--- config.mk ---
export PLATFORM = sky130hd
export DESIGN_NAME = keyframe_bounce_timeline_evaluator
export DESIGN_NICKNAME = d
export VERILOG_FILES = /design/src/kbte_pkg.sv /design/src/keyframe_bounce_timeline_evaluator.sv /design/src/kbte_div.sv
export SDC_FILE = /design/constraint.sdc
export NUM_CORES = 2
export LEC_CHECK = 0
export ABC_CLOCK_PERIOD_IN_PS = 28000
export BUFFER_PORTS_ARGS = -buffer_cell sky130_fd_sc_hd__buf_2
export CAP_MARGIN = 20
export CORE_MARGIN = 5
export CORE_UTILIZATION = 45
export CTS_CLUSTER_SIZE = 20
export DETAILED_ROUTE_END_ITERATION = 10
export HOLD_SLACK_MARGIN = 0.03
export PLACE_DENSITY = 0.6
export SETUP_SLACK_MARGIN = 0.2
export SLEW_MARGIN = 10
export SYNTH_ARGS = -nofsm -noshare
export SYNTH_HDL_FRONTEND = slang
export SYNTH_SLANG_ARGS = --single-unit
export TNS_END_PERCENT = 5
--- constraint.sdc ---
create_clock -name i_clk -period 28 [get_ports i_clk]
set_input_delay 1.4 -clock i_clk [delete_from_list [all_inputs] [get_ports i_clk]]
set_output_delay 1.4 -clock i_clk [all_outputs]
set_load 0.01 [all_outputs]
--- src/kbte_pkg.sv ---
// ----------------------------------------------------------------------------
// kbte_pkg
// Shared types and constants of the keyframe bounce timeline evaluator.
// ----------------------------------------------------------------------------
package kbte_pkg;

    localparam int DATA_W    = 32;
    localparam int TYPE_W    = 4;
    localparam int CNT_W     = 16;
    localparam int STAT_W    = 2;
    localparam int S_TDATA_W = 216;
    localparam int M_TDATA_W = 40;

    // Shift-subtract divider datapath width and step counter width.
    localparam int DIV_W  = 64;
    localparam int STEP_W = 6;

    localparam logic [STEP_W-1:0] DIV_T_STEPS = 6'd32;
    localparam logic [STEP_W-1:0] DIV_C_STEPS = 6'd32;
    localparam logic [STEP_W-1:0] DIV_Q_STEPS = 6'd33;

    localparam logic OP_BEGIN   = 1'b0;
    localparam logic OP_SEGMENT = 1'b1;

    localparam logic [TYPE_W-1:0] SEG_JUMP = 4'd7;
    localparam logic [TYPE_W-1:0] SEG_HOLD = 4'd8;

    localparam logic [STAT_W-1:0] STATUS_OK         = 2'd0;
    localparam logic [STAT_W-1:0] STATUS_BAD_TYPE   = 2'd1;
    localparam logic [STAT_W-1:0] STATUS_ZERO_CYCLE = 2'd2;

    typedef enum logic [3:0] {
        S_IDLE,
        S_DIV_T,
        S_DIV_C,
        S_MUL_K,
        S_MUL_CC,
        S_MUL_LO,
        S_MUL_HI,
        S_LOAD,
        S_DIV_Q
    } t_state;

    typedef struct packed {
        logic              start;
        logic [DIV_W-1:0]  rem_init;
        logic [DIV_W-1:0]  num_init;
        logic [DIV_W-1:0]  divisor;
        logic [STEP_W-1:0] steps;
    } t_div_cmd;

    typedef struct packed {
        logic             done;
        logic [DIV_W-1:0] rem;
        logic [DIV_W-1:0] quo;
    } t_div_rsp;

endpackage

--- src/keyframe_bounce_timeline_evaluator.sv ---
// ----------------------------------------------------------------------------
// keyframe_bounce_timeline_evaluator
// Evaluates a keyframe timeline of jump and hold segments at one query time.
// ----------------------------------------------------------------------------
// Usage: a begin item (tuser = 0) carries the query time, the repeat offset,
// the start time and the start value. Segment items (tuser = 1) follow, one
// per item. The item with tlast set produces one result item on the master
// side: the timeline value and a status (ok, unsupported type, zero cycle).
// A result caused by a begin, hold or non-matching item is presented on the
// cycle after acceptance. For a matching jump segment the shared 64-bit
// shift-subtract divider runs three times (cycle length 32 steps, phase 32
// steps, bounce quotient 33 steps) and a shared 33x32 multiplier runs four
// times in between.
// The block takes one item at a time; s_tready is low while a jump is being
// worked out and while an unread result is stalled by the receiver.
// The output register holds a result until m_tready takes it.
// Reset clears the query state to zero and drops any pending result.
// ----------------------------------------------------------------------------
module keyframe_bounce_timeline_evaluator
    import kbte_pkg::*;
(
    input  logic                 i_clk,
    input  logic                 i_rst_n,
    input  logic                 i_s_tvalid,
    output logic                 o_s_tready,
    // query_base[31:0], query_offset[63:32], tl_start[95:64], start_value[127:96],
    // seg_type[131:128], seg_end_time[163:132], seg_end_value[195:164],
    // seg_count[211:196], zero fill above
    input  logic [S_TDATA_W-1:0] i_s_tdata,
    // op
    input  logic                 i_s_tuser,
    input  logic                 i_s_tlast,
    output logic                 o_m_tvalid,
    input  logic                 i_m_tready,
    // value[31:0], status[33:32], zero fill above
    output logic [M_TDATA_W-1:0] o_m_tdata
);

    // Input fields.
    logic [DATA_W-1:0] w_query_base;
    logic [DATA_W-1:0] w_query_ofs;
    logic [DATA_W-1:0] w_tl_start;
    logic [DATA_W-1:0] w_start_value;
    logic [TYPE_W-1:0] w_seg_type;
    logic [DATA_W-1:0] w_seg_end_time;
    logic [DATA_W-1:0] w_seg_end_value;
    logic [CNT_W-1:0]  w_seg_count;

    assign w_query_base    = i_s_tdata[31:0];
    assign w_query_ofs     = i_s_tdata[63:32];
    assign w_tl_start      = i_s_tdata[95:64];
    assign w_start_value   = i_s_tdata[127:96];
    assign w_seg_type      = i_s_tdata[131:128];
    assign w_seg_end_time  = i_s_tdata[163:132];
    assign w_seg_end_value = i_s_tdata[195:164];
    assign w_seg_count     = i_s_tdata[211:196];

    t_state            r_state,     n_state;
    logic [DATA_W-1:0] r_query,     n_query;
    logic [DATA_W-1:0] r_seg_start, n_seg_start;
    logic [DATA_W-1:0] r_run,       n_run;
    logic              r_resolved,  n_resolved;
    logic [DATA_W-1:0] r_res_val,   n_res_val;
    logic [STAT_W-1:0] r_err,       n_err;
    logic              r_last,      n_last;
    logic [DATA_W-1:0] r_t,         n_t;
    logic [DATA_W-1:0] r_c,         n_c;
    logic [63:0]       r_k,         n_k;
    logic [63:0]       r_m,         n_m;
    logic [64:0]       r_plo,       n_plo;
    logic [64:0]       r_phi,       n_phi;
    logic [DATA_W:0]   r_mag,       n_mag;
    logic              r_neg,       n_neg;
    logic              r_out_valid, n_out_valid;
    logic [DATA_W-1:0] r_out_value, n_out_value;
    logic [STAT_W-1:0] r_out_status, n_out_status;

    t_div_cmd w_div_cmd;
    t_div_rsp w_div_rsp;

    logic              w_accept;
    logic              w_emit;
    logic [DATA_W-1:0] w_query_new;
    logic              w_inside;
    logic [DATA_W:0]   w_diff;
    logic [DATA_W-1:0] w_dur;
    logic [DATA_W-1:0] w_offset;
    logic [96:0]       w_num;
    logic [33:0]       w_sum;
    logic [33:0]       w_fixed;
    logic              w_rem_nz;
    logic [DATA_W:0]   w_mul_a;
    logic [DATA_W-1:0] w_mul_b;
    logic [64:0]       w_prod;

    kbte_div u_div (
        .i_clk   (i_clk),
        .i_rst_n (i_rst_n),
        .i_cmd   (w_div_cmd),
        .o_rsp   (w_div_rsp)
    );

    assign o_s_tready = (r_state == S_IDLE) && (!r_out_valid || i_m_tready);
    assign w_accept   = i_s_tvalid && o_s_tready;

    assign w_query_new = w_query_base + w_query_ofs;
    assign w_inside    = ($signed(r_query) > $signed(r_seg_start))
                      && ($signed(r_query) <= $signed(w_seg_end_time));
    assign w_diff      = {w_seg_end_value[DATA_W-1], w_seg_end_value}
                       - {r_run[DATA_W-1], r_run};
    // Inside a segment both spans are positive and below 2^32.
    assign w_dur       = w_seg_end_time - r_seg_start;
    assign w_offset    = r_query - r_seg_start;
    assign w_num       = {r_phi, 32'd0} + {32'd0, r_plo};

    // Running value moved toward the end value by the bounce quotient.
    assign w_sum    = r_neg ? ({{2{r_run[DATA_W-1]}}, r_run} - {1'b0, w_div_rsp.quo[32:0]})
                            : ({{2{r_run[DATA_W-1]}}, r_run} + {1'b0, w_div_rsp.quo[32:0]});
    assign w_rem_nz = |w_div_rsp.rem;

    // A value that crossed zero with an inexact quotient is truncated toward zero.
    always_comb begin
        w_fixed = w_sum;
        if (w_rem_nz && !r_neg && (r_mag != '0) && w_sum[33]) begin
            w_fixed = w_sum + 34'd1;
        end else if (w_rem_nz && r_neg && !w_sum[33] && (w_sum != '0)) begin
            w_fixed = w_sum - 34'd1;
        end
    end

    // Shared multiplier; each product is registered before use.
    always_comb begin
        unique case (r_state)
            S_MUL_K: begin
                w_mul_a = {1'b0, r_t};
                w_mul_b = r_t;
            end
            S_MUL_CC: begin
                w_mul_a = {1'b0, r_c};
                w_mul_b = r_t - r_c;
            end
            S_MUL_LO: begin
                w_mul_a = r_mag;
                w_mul_b = r_m[31:0];
            end
            S_MUL_HI: begin
                w_mul_a = r_mag;
                w_mul_b = r_m[63:32];
            end
            default: begin
                w_mul_a = '0;
                w_mul_b = '0;
            end
        endcase
    end

    assign w_prod = w_mul_a * {1'b0, w_mul_b};

    always_comb begin
        n_state      = r_state;
        n_query      = r_query;
        n_seg_start  = r_seg_start;
        n_run        = r_run;
        n_resolved   = r_resolved;
        n_res_val    = r_res_val;
        n_err        = r_err;
        n_last       = r_last;
        n_t          = r_t;
        n_c          = r_c;
        n_k          = r_k;
        n_m          = r_m;
        n_plo        = r_plo;
        n_phi        = r_phi;
        n_mag        = r_mag;
        n_neg        = r_neg;
        n_out_valid  = r_out_valid && !i_m_tready;
        n_out_value  = r_out_value;
        n_out_status = r_out_status;
        w_emit       = 1'b0;
        w_div_cmd    = '0;

        unique case (r_state)
            S_IDLE: begin
                if (w_accept) begin
                    w_emit = i_s_tlast;
                    if (i_s_tuser == OP_BEGIN) begin
                        n_query     = w_query_new;
                        n_seg_start = w_tl_start;
                        n_run       = w_start_value;
                        n_err       = STATUS_OK;
                        n_resolved  = $signed(w_tl_start) > $signed(w_query_new);
                        n_res_val   = w_start_value;
                    end else if (!r_resolved && (r_err == STATUS_OK)) begin
                        if (w_seg_type == SEG_JUMP) begin
                            if (!w_inside) begin
                                n_run       = w_seg_end_value;
                                n_seg_start = w_seg_end_time;
                            end else if (w_seg_count == '0) begin
                                n_err = STATUS_ZERO_CYCLE;
                            end else begin
                                w_emit             = 1'b0;
                                n_last             = i_s_tlast;
                                n_neg              = w_diff[DATA_W];
                                n_mag              = w_diff[DATA_W] ? (~w_diff + 1'b1) : w_diff;
                                w_div_cmd.start    = 1'b1;
                                w_div_cmd.rem_init = '0;
                                w_div_cmd.num_init = {w_dur, 32'd0};
                                w_div_cmd.divisor  = {48'd0, w_seg_count};
                                w_div_cmd.steps    = DIV_T_STEPS;
                                n_state            = S_DIV_T;
                            end
                        end else if (w_seg_type == SEG_HOLD) begin
                            if (w_inside) begin
                                n_resolved = 1'b1;
                                n_res_val  = r_run;
                            end else begin
                                n_run       = w_seg_end_value;
                                n_seg_start = w_seg_end_time;
                            end
                        end else begin
                            n_err = STATUS_BAD_TYPE;
                        end
                    end
                end
            end
            S_DIV_T: begin
                if (w_div_rsp.done) begin
                    if (w_div_rsp.quo[31:0] == '0) begin
                        n_err   = STATUS_ZERO_CYCLE;
                        w_emit  = r_last;
                        n_state = S_IDLE;
                    end else begin
                        n_t                = w_div_rsp.quo[31:0];
                        w_div_cmd.start    = 1'b1;
                        w_div_cmd.rem_init = '0;
                        w_div_cmd.num_init = {w_offset, 32'd0};
                        w_div_cmd.divisor  = {32'd0, w_div_rsp.quo[31:0]};
                        w_div_cmd.steps    = DIV_C_STEPS;
                        n_state            = S_DIV_C;
                    end
                end
            end
            S_DIV_C: begin
                if (w_div_rsp.done) begin
                    n_c     = w_div_rsp.rem[31:0];
                    n_state = S_MUL_K;
                end
            end
            S_MUL_K: begin
                n_k     = w_prod[63:0];
                n_state = S_MUL_CC;
            end
            S_MUL_CC: begin
                // c*(T-c) is at most T^2/4, so the scaled product fits 64 bits.
                n_m     = {w_prod[61:0], 2'b00};
                n_state = S_MUL_LO;
            end
            S_MUL_LO: begin
                n_plo   = w_prod;
                n_state = S_MUL_HI;
            end
            S_MUL_HI: begin
                n_phi   = w_prod;
                n_state = S_LOAD;
            end
            S_LOAD: begin
                // The quotient fits 33 bits, so the top numerator bits are already
                // a partial remainder below the divisor.
                w_div_cmd.start    = 1'b1;
                w_div_cmd.rem_init = {1'b0, w_num[95:33]};
                w_div_cmd.num_init = {w_num[32:0], 31'd0};
                w_div_cmd.divisor  = r_k;
                w_div_cmd.steps    = DIV_Q_STEPS;
                n_state            = S_DIV_Q;
            end
            S_DIV_Q: begin
                if (w_div_rsp.done) begin
                    n_resolved = 1'b1;
                    n_res_val  = w_fixed[DATA_W-1:0];
                    w_emit     = r_last;
                    n_state    = S_IDLE;
                end
            end
            default: begin
                n_state = S_IDLE;
            end
        endcase

        if (w_emit) begin
            n_out_valid  = 1'b1;
            n_out_status = n_err;
            if (n_err != STATUS_OK) begin
                n_out_value = '0;
            end else begin
                n_out_value = n_resolved ? n_res_val : n_run;
            end
        end
    end

    always_ff @(posedge i_clk) begin
        if (!i_rst_n) begin
            r_state     <= S_IDLE;
            r_query     <= '0;
            r_seg_start <= '0;
            r_run       <= '0;
            r_resolved  <= 1'b0;
            r_res_val   <= '0;
            r_err       <= STATUS_OK;
            r_last      <= 1'b0;
            r_out_valid <= 1'b0;
        end else begin
            r_state     <= n_state;
            r_query     <= n_query;
            r_seg_start <= n_seg_start;
            r_run       <= n_run;
            r_resolved  <= n_resolved;
            r_res_val   <= n_res_val;
            r_err       <= n_err;
            r_last      <= n_last;
            r_out_valid <= n_out_valid;
        end
    end

    always_ff @(posedge i_clk) begin
        r_t          <= n_t;
        r_c          <= n_c;
        r_k          <= n_k;
        r_m          <= n_m;
        r_plo        <= n_plo;
        r_phi        <= n_phi;
        r_mag        <= n_mag;
        r_neg        <= n_neg;
        r_out_value  <= n_out_value;
        r_out_status <= n_out_status;
    end

    assign o_m_tvalid = r_out_valid;
    assign o_m_tdata  = {6'd0, r_out_status, r_out_value};

    // A flagged result never carries a value.
    a_err_value_zero: assert property (@(posedge i_clk) disable iff (!i_rst_n)
        r_out_valid && (r_out_status != STATUS_OK) |-> r_out_value == '0)
        else $error("flagged result with nonzero value");

    // A query is never both resolved and in error.
    a_resolved_no_err: assert property (@(posedge i_clk) disable iff (!i_rst_n)
        !(r_resolved && (r_err != STATUS_OK)))
        else $error("query resolved and flagged at once");

    // Divider completions only arrive while the sequencer waits for one.
    a_div_done_state: assert property (@(posedge i_clk) disable iff (!i_rst_n)
        w_div_rsp.done |-> (r_state == S_DIV_T) || (r_state == S_DIV_C)
                           || (r_state == S_DIV_Q))
        else $error("divider completion outside a divide state");

    // The bounce offset never exceeds the full step toward the end value.
    a_quotient_bound: assert property (@(posedge i_clk) disable iff (!i_rst_n)
        w_div_rsp.done && (r_state == S_DIV_Q) |-> w_div_rsp.quo[32:0] <= r_mag)
        else $error("bounce quotient larger than value step");

    // A new item is never taken while a jump is in progress, and a result
    // only leaves a divide state when the divider has finished.
    a_no_accept_busy: assert property (@(posedge i_clk) disable iff (!i_rst_n)
        (r_state != S_IDLE) |-> !w_accept && (w_div_rsp.done || !w_emit))
        else $error("item accepted during jump evaluation");

endmodule

--- src/kbte_div.sv ---
// ----------------------------------------------------------------------------
// kbte_div
// Restoring shift-subtract divider, one quotient bit per cycle.
// ----------------------------------------------------------------------------
module kbte_div
    import kbte_pkg::*;
(
    input  logic     i_clk,
    input  logic     i_rst_n,
    input  t_div_cmd i_cmd,
    output t_div_rsp o_rsp
);

    logic [DIV_W-1:0]  r_rem;
    logic [DIV_W-1:0]  r_num;
    logic [DIV_W-1:0]  r_divisor;
    logic [STEP_W-1:0] r_cnt;
    logic              r_busy;
    logic              r_done;

    logic [DIV_W:0]    w_shift;
    logic [DIV_W+1:0]  w_diff;
    logic              w_ge;

    // The partial remainder stays below the divisor, so one extra bit holds the shift.
    assign w_shift = {r_rem, r_num[DIV_W-1]};
    assign w_diff  = {1'b0, w_shift} - {2'b00, r_divisor};
    assign w_ge    = ~w_diff[DIV_W+1];

    always_ff @(posedge i_clk) begin
        if (!i_rst_n) begin
            r_busy <= 1'b0;
            r_done <= 1'b0;
            r_cnt  <= '0;
        end else if (i_cmd.start) begin
            r_busy <= 1'b1;
            r_done <= 1'b0;
            r_cnt  <= i_cmd.steps;
        end else if (r_busy) begin
            r_cnt <= r_cnt - 1'b1;
            if (r_cnt == STEP_W'(1)) begin
                r_busy <= 1'b0;
                r_done <= 1'b1;
            end
        end else begin
            r_done <= 1'b0;
        end
    end

    always_ff @(posedge i_clk) begin
        if (i_cmd.start) begin
            r_rem     <= i_cmd.rem_init;
            r_num     <= i_cmd.num_init;
            r_divisor <= i_cmd.divisor;
        end else if (r_busy) begin
            r_rem <= w_ge ? w_diff[DIV_W-1:0] : w_shift[DIV_W-1:0];
            r_num <= {r_num[DIV_W-2:0], w_ge};
        end
    end

    assign o_rsp.done = r_done;
    assign o_rsp.rem  = r_rem;
    assign o_rsp.quo  = r_num;

endmodule
==> out/metrics.cfg <==
[clock_tree]
root_buffer=clkbuf_16
tritoncts=built
cts_hold_buf=0
cts.sinks=724
clock_latency_ns=0.70
path_clk_slew_ns=0.07
cts.path.max_buffers=3
cts.repair.resized=0
numCtsBuffers=78
postCtsSetupRepairBufs=0
ctsHtreeMaxLevel=3

[routing]
first_iter_violations=7002
drtPass1Iterations=9
drt-total-wl_um=275000
drc_errors=0
ant_nets=0
post_drt_wl_per_cell_um=24.2
num_vias=66000
viasPerCell=5.80

[worst_setup_path]
reg2reg_from=r_state[0]
r2r_slack_ns=14.98
cpPeakStageDelay_ns=0.88
timing.rr.end=r_plo[62]
worstSetupEndpointType=flop
critPathArrivalTime_ns=13.38
path_max_fanout=71
critPathRequiredTime_ns=28.36
worst-r2r-cell-count=35
critPathLaunchType=flop
slowest_stage=a2111oi_0
cp_common_cell=fa_1
path_class=reg2reg

[synth]
synth_edf_count=579
seq_area_frac_synth=0.251
netlist_area_um2=80800
ys_async_sr_fraction=0
postSynthRegisterBits=724
synth_area_per_cell_um2=9.12
synthCells=8859
ys_warn_count=0
synth_flop_cell=edfxtp_1
yosys.cell_types.count=107

[floorplan]
die_y_um=434
core-area_um2=179000
die-area_um2=188000
rows=155
start_util=0.453
io_pins=264
die_w_um=434

[finish]
syn_to_final_growth_pct=8.54
num-fill-cells=16800
nNetsFinal=10700
multi_input_area_um2=54300
regArea_um2=20300
utilization=0.491
drive_above_1_share=0.0723

[global_routing]
grt_pass1_vias=66200
grt_pass1_wl_um=412000
grt_start_max_net_pins=91
grt_usage=0.290
overflow=0
antenna_found_initial=16

[min_path]
hold_start=r_query[0]
worst_hold_path_type=reg2reg
holdPathEnd=r_query[0]
whs_path_depth=2

[power]
powerDensity_nw_per_um2=36.1
seqPwrFrac=0.391
p_sw_frac=0.325
peakVddDrop_uv=45.7
power.share.clock=0.346
p_int_mw=2.14
pwr-share-comb=0.263
netSwitchingPower_mw=1.03
power_leakage_nw=38.9

[sta]
grt_setup_unrepaired=no
timing.final.crit_share=0.465
finalMaxSlewViolations=0
max_freq_mhz=76.8
worstMarginPinSlew_ns=1.35
maxSlewHeadroom=0.0957
holdWs_ns=0.459
hold_viol_final=0
finalSetupTns_ns=0
final.setup_skew_ns=0.0581
setup_viol_count_final=0
fin_crit_ns=13.02

[job]
cap_violations=0

[place]
hpwl_um=214000
gp_congestion=0.990
port_buffers=253

[run_status]
status=finished, final reports clean

registers in the layout (all words and copies together), names as in the netlist, 33 cells and up:
name,count
r_k,64
r_m,62
r_mag,33
r_phi,64
r_plo,65
u_div.r_divisor,64
u_div.r_num,64
u_div.r_rem,64
worst max path at each step:
stage	startpoint	endpoint	slack, ns	depth (start not counted)
2_1_floorplan	r_state[0]	r_plo[64]	16.54	37
3_3_place_gp	r_state[0]	r_k[62]	15.21	33
3_5_place_dp	r_state[0]	r_k[62]	15.19	32
4_1_cts	r_state[0]	r_plo[62]	15.12	32
5_1_grt	r_state[0]	r_plo[62]	14.52	32
6_report	r_state[0]	r_plo[62]	14.98	35
power groups by stage:
stage	logic [mW]	registers, mW	clock network [mW]
6_report	0.832	1.24	1.10
5_1_grt	0.914	1.24	1.15
4_1_cts	0.820	1.24	1.11
3_5_place_dp	0.814	1.26	0
3_3_place_gp	0.804	1.26	0
2_1_floorplan	0.588	1.25	0
through the flow:
stage | power [mW] | instances | worst slack, ns | cell area (um^2)
6_report | 3.17 | 11400 | 14.98 | 87700
2_1_floorplan | 1.84 | 8864 | 16.54 | 80800
3_5_place_dp | 2.07 | 11200 | 15.19 | 85000
3_3_place_gp | 2.06 | 11200 | 15.21 | 85000
5_1_grt | 3.31 | 11400 | 14.52 | 87700
4_1_cts | 3.17 | 11400 | 15.12 | 87700
synth_stat cells (12+ instances only):
cell,count,area [um^2]
inv_1,1326,4980
nand2_1,1087,4080
fa_1,934,18700
nor2_1,784,2940
ha_1,623,7790
edfxtp_1,579,17400
a21oi_1,483,2420
clkbuf_1,358,1340
o21ai_0,270,1350
xnor2_1,259,2270
a21o_1,213,1600
xor2_1,167,1460
and2_1,163,1020
dfxtp_1,145,2900
nand3_1,115,576
nor3_1,95,475
o22ai_1,93,582
a211oi_1,72,541
o21a_1,72,541
a222oi_1,71,711
nand4_1,71,444
nand2b_1,66,413
a31oi_1,62,388
nor4_1,59,369
nor2b_1,51,319
mux2i_1,49,490
and3_1,46,288
a22oi_1,41,308
o21bai_1,36,270
o211ai_1,34,255
o21ai_1,30,150
o31ai_1,29,218
or3_1,26,163
buf_1,22,82.6
a22o_1,18,158
o211a_1,15,150
a211o_1,14,123
a21boi_0,13,97.6
a221oi_1,12,105
nand3b_1,12,90.1
routing by layer:
layer  up-vias  global-route usage  wire length [um]  part of all wire
li1      29800                   -                 -                 -
met1     32600               0.396            113000              0.41
met2      3092               0.457            122000              0.44
met3       562              0.0470             25000             0.091
met4         4               0.129             14700             0.053
met5         -                   0                26          0.000094
worst max-delay path: cells and delay by family (launching register included):
family	cells	cell delay, ns
adders and majority gates	9	4.43
and+or+nand+nor	8	1.89
DFF	1	0.54
AOI/OAI and AO/OA	10	3.18
xor gates and xnor gates	1	0.77
buffers and inverters	7	1.73
layout by cell type, fill, tap and decap left out, types with 49 or more instances in the layout:
cell	count
a211oi_1	72
a21o_1	213
a21oi_1	481
a222oi_1	71
a31oi_1	61
and2_1	166
buf_2	252
buf_4	166
clkbuf_16	78
dfxtp_1	145
edfxtp_1	579
fa_1	934
ha_1	623
inv_1	1324
mux2i_1	49
nand2_1	1081
nand2b_1	65
nand3_1	110
nand4_1	71
nor2_1	780
nor2b_1	50
nor3_1	93
nor4_1	56
o21a_1	72
o21ai_0	267
o22ai_1	93
xnor2_1	258
xor2_1	167
cells by family after synthesis:
kind of cell,synth area share
AO/OA/AOI/OAI,0.141
XOR/XNOR,0.0466
adder cells (fa/ha/maj),0.328
buffers and inverters,0.0808
flip-flops,0.251
multiplexers,0.00663
other,0.0000464
AND/OR/NAND/NOR,0.146
cell type report:
class                           count  share of cell area
Antenna cell                        5            0.000143
Clock buffer                       90              0.0229
Clock inverter                     55             0.00791
Inverter                         1329              0.0570
Multi-Input combinational cell   6416               0.619
Sequential cell                   724               0.231
Tap cell                         2355              0.0336
Timing Repair Buffer              420              0.0287
Note: power is estimated with default switching activity, not from simulation.
